## src/rtl/sem_fifo.sv

```systemverilog
// Two-entry queue of any packed type.
// Used between the front and back parts and on the result side; no package use.
`default_nettype none
module sem_fifo #(
    parameter type DATA_T = logic
) (
    input  wire logic  clk,
    input  wire logic  rst_n,
    input  wire logic  wr_en,
    input  DATA_T      wr_data,
    output logic       full,
    input  wire logic  rd_en,
    output DATA_T      rd_data,
    output logic       empty
);

    DATA_T      mem_reg [2];
    logic       wptr_reg, rptr_reg;
    logic [1:0] count_reg, count_next;
    logic       do_wr, do_rd;

    assign full    = (count_reg == 2'd2);
    assign empty   = (count_reg == 2'd0);
    assign do_wr   = wr_en && !full;
    assign do_rd   = rd_en && !empty;
    assign rd_data = mem_reg[rptr_reg];

    always_comb
    begin
        count_next = count_reg;
        if (do_wr && !do_rd)
        begin
            count_next = count_reg + 2'd1;
        end
        else if (do_rd && !do_wr)
        begin
            count_next = count_reg - 2'd1;
        end
    end

    always_ff @(posedge clk or negedge rst_n)
    begin
        if (!rst_n)
        begin
            wptr_reg  <= 1'b0;
            rptr_reg  <= 1'b0;
            count_reg <= 2'd0;
        end
        else
        begin
            count_reg <= count_next;
            if (do_wr)
            begin
                wptr_reg <= !wptr_reg;
            end
            if (do_rd)
            begin
                rptr_reg <= !rptr_reg;
            end
        end
    end

    always_ff @(posedge clk)
    begin
        if (do_wr)
        begin
            mem_reg[wptr_reg] <= wr_data;
        end
    end

endmodule
`default_nettype wire

```

## config.mk

```make
export PLATFORM = sky130hd
export DESIGN_NAME = sem_fifo
export DESIGN_NICKNAME = d
export VERILOG_FILES = /design/src/rtl/sem_fifo.sv
export SDC_FILE = /design/constraint.sdc
export NUM_CORES = 1
export LEC_CHECK = 0
export CAP_MARGIN = 15
export CORE_AREA = 4 4 41 43
export DETAILED_ROUTE_END_ITERATION = 7
export DIE_AREA = 0 0 45 47
export DONT_BUFFER_PORTS = 1
export PLACE_DENSITY = 0.31
export SYNTH_ARGS = -nofsm -noshare
export SYNTH_HDL_FRONTEND = slang
export SYNTH_SLANG_ARGS = --single-unit
```

## constraint.sdc

```tcl
create_clock -name clk -period 1.4 [get_ports clk]
set_input_delay 0.07 -clock clk [delete_from_list [all_inputs] [get_ports clk]]
set_output_delay 0.07 -clock clk [all_outputs]
set_load 0.01 [all_outputs]
```

==> impl_metrics.toml <==
[run_status]
status = "finished, final reports clean"

[cts]
postCtsSetupRepairBufs = 0
cts_sinks = 6
clockBufferDepth = 2
clk_pin_slew_worst_paths_ns = 0.05
htree_levels = 1
cts_tree = "built"
clockRootBuffer = "clkbuf_4"
clk_latency_ns = 0.24
cts_made_buffers = 3

[detailed_routing]
routed_wl_um = 548
viasPerCell = 3.87
drtIter0Drc = 0
vias = 178
drc_errors = 0
wl_per_cell_um = 11.9
ant_nets = 0
first_pass_iters = 1

[setup_path]
critPathLaunchType = "flip-flop"
cp_max_fo = 3
worst_ep_required_time_ns = 1.57
endpoint_kind = "flip-flop"
critPathArrivalTime_ns = 1.49
worstReg2RegStart = "count_reg[0]"
startpoint = "count_reg[0]"
critPathKind = "reg -> reg"

[sta]
setup_violations = 0
worst_clock_skew_ns = 0.00274
slew_headroom = 0.851
fin_crit_ns = 1.33
hold_viol = 0
fin_crit_sh = 0.948
max_slew.worst_pin.slew_ns = 0.224
rsz0062_at_grt = "no"
finalMaxSlewViolations = 0
fin_ws_ns = 0.0731
fin_setup_tns_ns = 0
timing.fmax_mhz = 754

[logic_synthesis]
synthDominantAreaCellType = "dfrtp_1"
avgSynthCellArea_sq_um = 12.2
synth.distinct_cells = 12
synth_top_area_frac = 0.374
yosysWarningCount = 0
synth-seq-area-share = 0.598
syn-cell-area_sq_um = 268
ys_ff_latch = 6
synthCells = 22
postSynthNetCount = 28
synth_area_leaders = "dfrtp_1, edfxtp_1, xnor2_1"

[global_routing]
grt_usage = 0.0675
grt_start_max_net_pins = 5
antenna_found_initial = 0
grt_pass1_vias = 216
grt_pass1_wl_um = 890
grt.overflow.total = 0

[placed_design]
port_buffers = 0
place_ws_ns = 0.00732
dp.cells = 40
gp_congestion = 0.645

[run]
maxCapViolCount = 0

[power_and_ir_drop]
irDropWorstVdd_uv = 658
powerDensity_nw_per_um2 = 2300
leakagePower_nw = 0.169
p_total_mw = 0.856

[hold_path]
min_from = "wr_en"
min_path_type = "in -> reg"

[die]
start_util = 0.206
fp.dieArea_sq_um = 2120
die_h_um = 47
core_sq_um = 1300
rows = 13
fp.dieW_um = 45
ioPinCount = 8

[finish]
multi_input_area_sq_um = 116
syn2layout_area_growth_pct = 38.8
final_common_cell = "dfrtp_1"
nNetsFinal = 38
final_layout_size_suffix_gt1_frac = 0.355
finalNonFillerCells = 46
antenna_cells = 0
regArea_sq_um = 160
layout_common_cells = "dfrtp_1, nor2_1, xnor2_1, clkbuf_4, buf_4"
nFillCells = 148
==> metal layers <==
layer,global-route usage,wire length (um),up-vias
met1,0.0577,205,87
li1,-,-,88
met3,0.0498,34,0
met5,0,0,-
met4,0.0702,0,0
met2,0.0989,309,3
==> what timing repair did <==
| action | in CTS | in global routing |
|---|---|---|
| hold buffers | 2 | 0 |
| endpoints found under the hold margin | 6 | 0 |
| resized for setup | 0 | 4 |
| endpoints found under the setup margin | 0 | 1 |
==> worst paths after layout <==
| kind | end | slack (ns) | depth (start not counted) |
|---|---|---|---|
| worst max-delay path | count_reg[1] | 0.07 | 7 |
| worst min-delay path | wptr_reg | 0.07 | 3 |
| worst max register to register | count_reg[1] | 0.07 | 7 |
| worst min register to register | wptr_reg | 0.49 | 1 |
| max in group asynchronous | rptr_reg | 1.12 | 1 |
| min in group asynchronous | wptr_reg | 0.10 | 1 |
==> cells in the mapped netlist <==
cell / number
mux2_2: 1
inv_1: 2
and3_1: 1
dfrtp_1: 4
nand2_1: 1
edfxtp_1: 2
ha_1: 1
xor2_1: 2
xnor2_1: 3
o21ai_1: 1
nand2b_1: 1
nor2_1: 3
==> worst max-delay path, cell delays in order (launching register included) <==
cell and delay [ns]:
dfrtp_1 0.40, nand2b_4 0.16, nand2_2 0.07, inv_1 0.05
ha_2 0.18, xor2_1 0.13, nor2_1 0.12, xor2_1 0.14
==> logic make-up after synthesis <==
kind of cell             count (synthesis)  synth area share
XOR/XNOR                                 5             0.164
flip-flops                               6             0.598
adder cells (fa/ha/maj)                  1            0.0467
multiplexers                             1            0.0421
AO/OA/AOI/OAI                            1            0.0187
buffers and inverters                    2            0.0280
AND/OR/NAND/NOR                          6             0.103
==> report_power, final <==
group | internal [mW] | total [mW] | leakage, nW | switching [mW]
logic | 0.191 | 0.345 | 0.0884 | 0.154
clock network | 0.108 | 0.177 | 0.0150 | 0.0687
registers | 0.263 | 0.334 | 0.0652 | 0.0704
total | 0.562 | 0.856 | 0.169 | 0.294
==> metrics by stage <==
step           utilization  hold WS, ns  cell area [sq um]
3_5_place_dp         0.238       -0.225                309
2_1_floorplan            -       -0.226                268
5_1_grt              0.286       0.0764                372
3_3_place_gp         0.238       -0.225                309
6_report             0.286       0.0655                372
4_1_cts              0.273       0.0760                355
==> area by class of cell <==
| cell class | instances | area share |
|---|---|---|
| clock buffer | 4 | 0.0707 |
| inverter | 2 | 0.0202 |
| multi-input combinational | 14 | 0.313 |
| sequential | 6 | 0.431 |
| tap | 15 | 0.0505 |
| timing repair buffer | 5 | 0.114 |
No activity file was read; power rests on OpenSTA's default activity.
