**src/rtl/sem_pkg.sv**
```systemverilog
// Shared types and constants for the Sobel edge magnitude block.
// Used by the top, front and back modules under rtl/; depends on nothing else.
`default_nettype none
package sem_pkg;

    localparam int DIM_W       = 13;      // width for width/height compares
    localparam int ROW_W       = 12;
    localparam int CFG_IDX_W   = 2;
    localparam int CFG_DATA_W  = 13;
    localparam int ROOT_STEPS  = 11;      // 22-bit radicand, one result bit a step
    localparam logic [DIM_W-1:0] HEIGHT_LIMIT = 13'd4096;
    localparam logic [7:0] EDGE_MAX = 8'd255;

    typedef enum logic [CFG_IDX_W-1:0] {
        CFG_FRAME_WIDTH  = 2'd0,
        CFG_FRAME_HEIGHT = 2'd1
    } cfg_index_t;

    typedef enum logic {
        KIND_PIXEL = 1'b0,
        KIND_FLUSH = 1'b1
    } kind_t;

    // [2] red, [1] green, [0] blue
    typedef logic [2:0][7:0] pixel_t;

    typedef struct packed {
        logic       kind;
        logic [7:0] pixel_red;
        logic [7:0] pixel_green;
        logic [7:0] pixel_blue;
    } item_t;

    typedef struct packed {
        logic [7:0] edge_red;
        logic [7:0] edge_green;
        logic [7:0] edge_blue;
        logic       frame_end;
    } result_t;

    typedef struct packed {
        logic top_border;
        logic bottom_border;
        logic left_border;
        logic right_border;
        logic frame_end;
    } job_flags_t;

    // window indexed [row][column], centre at [1][1]
    typedef struct packed {
        pixel_t [2:0][2:0] win;
        job_flags_t        flags;
    } job_t;

endpackage
`default_nettype wire

```
**src/rtl/sem_back.sv**
```systemverilog
// Back part: Sobel sums, squares and a bit-serial square root per channel.
// Depends on sem_pkg; takes jobs from the job queue, pushes results.
`default_nettype none
module sem_back (
    input  wire logic        clk,
    input  wire logic        rst_n,
    input  wire logic        job_empty,
    input  sem_pkg::job_t    job,
    output logic             job_pop,
    input  wire logic        res_full,
    output logic             res_push,
    output sem_pkg::result_t res
);

    typedef enum logic [4:0] {
        B_IDLE   = 5'b00001,
        B_SUM    = 5'b00010,
        B_SQUARE = 5'b00100,
        B_ROOT   = 5'b01000,
        B_DONE   = 5'b10000
    } bstate_t;

    bstate_t         state_reg, state_next;
    sem_pkg::job_t   job_reg;
    logic [3:0]      step_reg;
    logic [9:0]      ax_reg [3];
    logic [9:0]      ay_reg [3];
    logic [21:0]     s_reg [3];
    logic [12:0]     rem_reg [3];
    logic [10:0]     root_reg [3];

    logic            keep [3][3];
    logic [9:0]      ax_c [3];
    logic [9:0]      ay_c [3];
    logic [12:0]     rem_c [3];
    logic [10:0]     root_c [3];
    logic [7:0]      mag_c [3];

    assign job_pop  = (state_reg == B_IDLE) && !job_empty;
    assign res_push = (state_reg == B_DONE) && !res_full;

    always_comb
    begin
        for (int r = 0; r < 3; r++)
        begin
            for (int k = 0; k < 3; k++)
            begin
                keep[r][k] = !((r == 0) && job_reg.flags.top_border)
                          && !((r == 2) && job_reg.flags.bottom_border)
                          && !((k == 0) && job_reg.flags.left_border)
                          && !((k == 2) && job_reg.flags.right_border);
            end
        end
    end

    always_comb
    begin
        logic [9:0] v [3][3];
        logic [9:0] px, nx, py, ny;
        for (int ch = 0; ch < 3; ch++)
        begin
            for (int r = 0; r < 3; r++)
            begin
                for (int k = 0; k < 3; k++)
                begin
                    v[r][k] = keep[r][k] ? {2'b00, job_reg.win[r][k][ch]} : 10'd0;
                end
            end
            px = v[0][2] + {v[1][2][8:0], 1'b0} + v[2][2];
            nx = v[0][0] + {v[1][0][8:0], 1'b0} + v[2][0];
            py = v[2][0] + {v[2][1][8:0], 1'b0} + v[2][2];
            ny = v[0][0] + {v[0][1][8:0], 1'b0} + v[0][2];
            ax_c[ch] = (px >= nx) ? px - nx : nx - px;
            ay_c[ch] = (py >= ny) ? py - ny : ny - py;
        end
    end

    // one result bit a step: trial = 4*root + 1 against the shifted remainder
    always_comb
    begin
        logic [14:0] rem_sh, trial;
        for (int ch = 0; ch < 3; ch++)
        begin
            rem_sh = {rem_reg[ch], s_reg[ch][21:20]};
            trial  = {2'b00, root_reg[ch], 2'b01};
            if (rem_sh >= trial)
            begin
                rem_c[ch]  = 13'(rem_sh - trial);
                root_c[ch] = {root_reg[ch][9:0], 1'b1};
            end
            else
            begin
                rem_c[ch]  = 13'(rem_sh);
                root_c[ch] = {root_reg[ch][9:0], 1'b0};
            end
        end
    end

    always_comb
    begin
        logic [11:0] rounded;
        for (int ch = 0; ch < 3; ch++)
        begin
            rounded = {1'b0, root_reg[ch]}
                    + {11'd0, ({1'b0, root_reg[ch]} < {1'b0, rem_reg[ch][11:0]})
                              || rem_reg[ch][12]};
            mag_c[ch] = (rounded > 12'(sem_pkg::EDGE_MAX)) ? sem_pkg::EDGE_MAX
                                                           : rounded[7:0];
        end
    end

    always_comb
    begin
        res.edge_red   = mag_c[2];
        res.edge_green = mag_c[1];
        res.edge_blue  = mag_c[0];
        res.frame_end  = job_reg.flags.frame_end;
    end

    always_comb
    begin
        state_next = state_reg;
        case (state_reg)
            B_IDLE:   if (!job_empty) state_next = B_SUM;
            B_SUM:    state_next = B_SQUARE;
            B_SQUARE: state_next = B_ROOT;
            B_ROOT:   if (step_reg == 4'(sem_pkg::ROOT_STEPS - 1)) state_next = B_DONE;
            B_DONE:   if (!res_full) state_next = B_IDLE;
            default:  state_next = B_IDLE;
        endcase
    end

    always_ff @(posedge clk or negedge rst_n)
    begin
        if (!rst_n)
        begin
            state_reg <= B_IDLE;
            step_reg  <= '0;
        end
        else
        begin
            state_reg <= state_next;
            if (state_reg == B_ROOT)
            begin
                step_reg <= step_reg + 4'd1;
            end
            else
            begin
                step_reg <= '0;
            end
        end
    end

    always_ff @(posedge clk)
    begin
        if (job_pop)
        begin
            job_reg <= job;
        end
        for (int ch = 0; ch < 3; ch++)
        begin
            if (state_reg == B_SUM)
            begin
                ax_reg[ch] <= ax_c[ch];
                ay_reg[ch] <= ay_c[ch];
            end
            if (state_reg == B_SQUARE)
            begin
                s_reg[ch]    <= (22'(ax_reg[ch]) * 22'(ax_reg[ch]))
                              + (22'(ay_reg[ch]) * 22'(ay_reg[ch]));
                rem_reg[ch]  <= '0;
                root_reg[ch] <= '0;
            end
            if (state_reg == B_ROOT)
            begin
                s_reg[ch]    <= {s_reg[ch][19:0], 2'b00};
                rem_reg[ch]  <= rem_c[ch];
                root_reg[ch] <= root_c[ch];
            end
        end
    end

endmodule
`default_nettype wire
```
**config.mk**
```make
export PLATFORM = sky130hd
export DESIGN_NAME = sem_back
export DESIGN_NICKNAME = d
export VERILOG_FILES = /design/src/rtl/sem_pkg.sv /design/src/rtl/sem_back.sv
export SDC_FILE = /design/constraint.sdc
export NUM_CORES = 2
export LEC_CHECK = 0
export BUFFER_PORTS_ARGS = -buffer_cell sky130_fd_sc_hd__buf_2
export CAP_MARGIN = 30
export CORE_MARGIN = 5
export CORE_UTILIZATION = 45
export CTS_CLUSTER_SIZE = 16
export DETAILED_ROUTE_END_ITERATION = 6
export PLACE_DENSITY_LB_ADDON = 0.25
export SYNTH_ARGS = -nofsm -noshare
export SYNTH_HDL_FRONTEND = slang
export SYNTH_SLANG_ARGS = --single-unit
```
**constraint.sdc**
```tcl
create_clock -name clk -period 65.8 [get_ports clk]
set_input_delay 0 -clock clk [delete_from_list [all_inputs] [get_ports clk]]
set_output_delay 0 -clock clk [all_outputs]
set_load 0.01 [all_outputs]
```
==> impl_metrics.py <==
metrics = {
    "synthesis": {
        "synth_area_sq_mm": 0.0455,
        "ys_seq_elements": 404,
        "synth_area_leader_cell": "edfxtp_1",
        "yosys.area.top_type_share": 0.259,
        "syn_area_per_cell_sq_um": 9.94,
        "synth.distinct_cells": 88,
        "synth_top_cells_by_area": "edfxtp_1 (26%), fa_1 (22%), ha_1 (15%)",
        "netlist_instances": 4575,
        "postSynth.topFlopCell": "edfxtp_1",
        "synth_edf_count": 393,
        "synthesis.nets": 5858,
        "async_reset_ff_frac": 0.0223,
        "ys_warn_count": 0,
        "yosysSeqAreaShare": 0.265,
    },
    "worst_setup_path": {
        "r2r_end": "s_reg[1][19]$_DFFE_PN_",
        "reg2reg_depth": 20,
        "ff2ff_setup_slack_ps": 58640,
        "crit-reg2reg-launch": "ax_reg[0][12]$_DFFE_PP_",
        "worstPathRequired_ps": 66170,
        "worst_setup_path_start_kind": "register",
        "cp_max_fo": 12,
        "worstSetupEndpointType": "register",
        "worstSetupPathType": "register to register",
        "cp.arrival_ps": 7530,
    },
    "worst_hold_path": {
        "timing.hold.worst.start": "job[176]",
        "hold_class": "primary input to register",
        "min_to": "job_reg[176]$_DFFE_PP_",
        "hold_path_depth": 2,
    },
    "placed_design": {
        "dp_hpwl_um": 76000,
        "port_buffers": 227,
        "gp_congestion": 0.836,
    },
    "routing": {
        "drc_errors": 0,
        "ant_nets": 0,
        "first_iter_violations": 1577,
        "first_pass_iters": 5,
        "wl_per_cell_um": 15.5,
        "routed_via_density": 4.99,
        "routed-via-count": 31400,
        "wl_um": 97500,
    },
    "timing": {
        "finalCritPeriodShare": 0.109,
        "fin_tns_setup_ps": 0,
        "relSlewSlack": 0.290,
        "rsz0062_at_grt": "false",
        "fin_worst_skew_ps": 41.0,
        "hold_violations": 0,
        "worst_pin_slew_ps": 1060,
        "setup_viol": 0,
        "max_freq_mhz": 140,
        "slew_violations": 0,
        "fin_crit_ps": 7160,
    },
    "clock_network": {
        "clk_latency_ps": 640,
        "h-tree-depth": 2,
        "clk_pin_slew_ps": 60,
        "cts_resized": 0,
        "cts_tree": "built",
        "cts_buffers": 49,
        "clockBufferDepth": 3,
        "cts_root_buf": "clkbuf_16",
        "post_cts_buffers": 0,
        "cts.sinks": 404,
    },
    "layout": {
        "register_area_sq_mm": 0.0121,
        "multi_input_area_sq_mm": 0.0294,
        "area_growth_pct": 13.5,
        "nNetsFinal": 6231,
        "largest_register_ffs": 196,
        "n_fill_cell": 9063,
        "drive_above_1_share": 0.0748,
    },
    "global_routing": {
        "grt_pass1_vias": 33200,
        "grt.overflow.total": 0,
        "antenna_found_initial": 2,
        "grt_pass1_wl_um": 164000,
        "grt_max_degree": 175,
        "track_usage": 0.185,
    },
    "floorplan": {
        "fp.coreArea_sq_mm": 0.100,
        "die-area_sq_mm": 0.108,
        "die_x_um": 328,
        "die_height_um": 328,
        "num_rows": 116,
        "io_pins": 252,
        "start_util": 0.454,
    },
    "run_status": {
        "status": "finished, final reports clean",
    },
    "flow_run": {
        "drv_cap": 0,
    },
}
kinds of logic after synthesis:
kind of cell | synth area share
muxes | 0.0109
xor gates and xnor gates | 0.0458
AOI/OAI and AO/OA | 0.0953
DFF | 0.265
and+or+nand+nor | 0.120
buffers and inverters | 0.0884
adders and majority gates | 0.374
worst max-delay path by stage:
stage	to	slack (ps)	startpoint
floorplan	job_reg[100]$_DFFE_PP_	43260	state_reg[0]$_DFFE_PN1P_
global placement	s_reg[1][19]$_DFFE_PN_	58730	ax_reg[0][12]$_DFFE_PP_
detailed placement	s_reg[1][19]$_DFFE_PN_	58710	ax_reg[0][12]$_DFFE_PP_
CTS	s_reg[1][19]$_DFFE_PN_	58640	ax_reg[0][12]$_DFFE_PP_
global route	s_reg[1][19]$_DFFE_PN_	58250	ax_reg[0][12]$_DFFE_PP_
finish	s_reg[1][19]$_DFFE_PN_	58640	ax_reg[0][12]$_DFFE_PP_
what timing repair did:
item | in CTS | in global routing
hold endpoints to repair | 233 | 0
hold buffers | 202 | 0
endpoints found under the setup margin | 0 | 0
cells in the final DEF, fill, tap and decap left out, types with 101 or more instances in the layout:
master and instances:
inv_1 921, o21ai_0 146, and2_1 181, xnor2_1 143
nor2_1 178, a21oi_1 200, fa_1 502, edfxtp_1 393
nand2_1 372, nor2b_1 101, dlygate4sd3_1 202, buf_2 227
ha_1 556
per-stage QoR:
stage / instance area (sq um) / util / std cells / hold slack [ps] / setup slack [ps]
final: 51600 / 0.515 / 6287 / 61.7 / 58640
after global routing: 51600 / 0.515 / 6286 / 46.1 / 58250
after CTS: 51600 / 0.515 / 6284 / 11.8 / 58640
after detailed placement: 47900 / 0.479 / 5992 / -133 / 58710
after global placement: 47900 / 0.478 / 5989 / -134 / 58730
after floorplan: 45500 / - / 4575 / -296 / 43260
cells in the mapped netlist, types with 5 or more instances:
cell,number
clkbuf_1,114
or3_1,15
ha_1,556
mux2i_1,43
nand3b_1,8
o21ai_1,13
nand4_1,25
nand2_1,373
o211ai_1,8
a21boi_0,6
nand4b_1,5
o31a_1,7
dfrtp_1,8
o21bai_1,42
edfxtp_1,393
mux2_2,5
nor2_1,182
nand2b_1,95
o41ai_1,7
nor2b_1,101
nor3b_1,10
o2111ai_1,8
xnor2_1,143
nand3_1,37
a31oi_1,26
nor3_1,32
a21oi_1,200
o21ai_0,146
and3_1,15
fa_1,502
a21o_1,88
o21a_1,20
o31ai_1,14
a211oi_1,23
o31ai_2,6
inv_1,921
buf_2,11
xor2_1,95
and2_1,181
a211oi_2,7
critical path: stages, from the launching register on:
cell	delay, ps
edfxtp_1	690
nand2_1	210
fa_1	540
inv_1	50
fa_1	500
inv_1	50
fa_1	490
inv_1	50
fa_1	520
fa_1	440
fa_1	540
inv_1	60
fa_1	490
inv_1	40
ha_1	340
a2111oi_0	360
o21ai_1	210
a311oi_2	340
nor3b_1	160
a311o_1	400
o311ai_1	410
routing by layer:
layer	routed length (um)	part of all wire	track usage
met1	46200	0.47	0.258
met2	45300	0.46	0.309
met3	3810	0.039	0.0211
met4	2210	0.023	0.0486
met5	0	0	0
final cells by class:
class / count / share of cell area
multi-input combinational: 3117 / 0.570
sequential: 404 / 0.234
inverter: 922 / 0.0670
timing repair buffer: 454 / 0.0658
tap: 1298 / 0.0315
clock buffer: 52 / 0.0240
clock inverter: 38 / 0.00747
antenna: 2 / 0.0000970
Power is not shown: default switching activity piles up to over one toggle a cycle in this logic, so the estimate is an artifact.
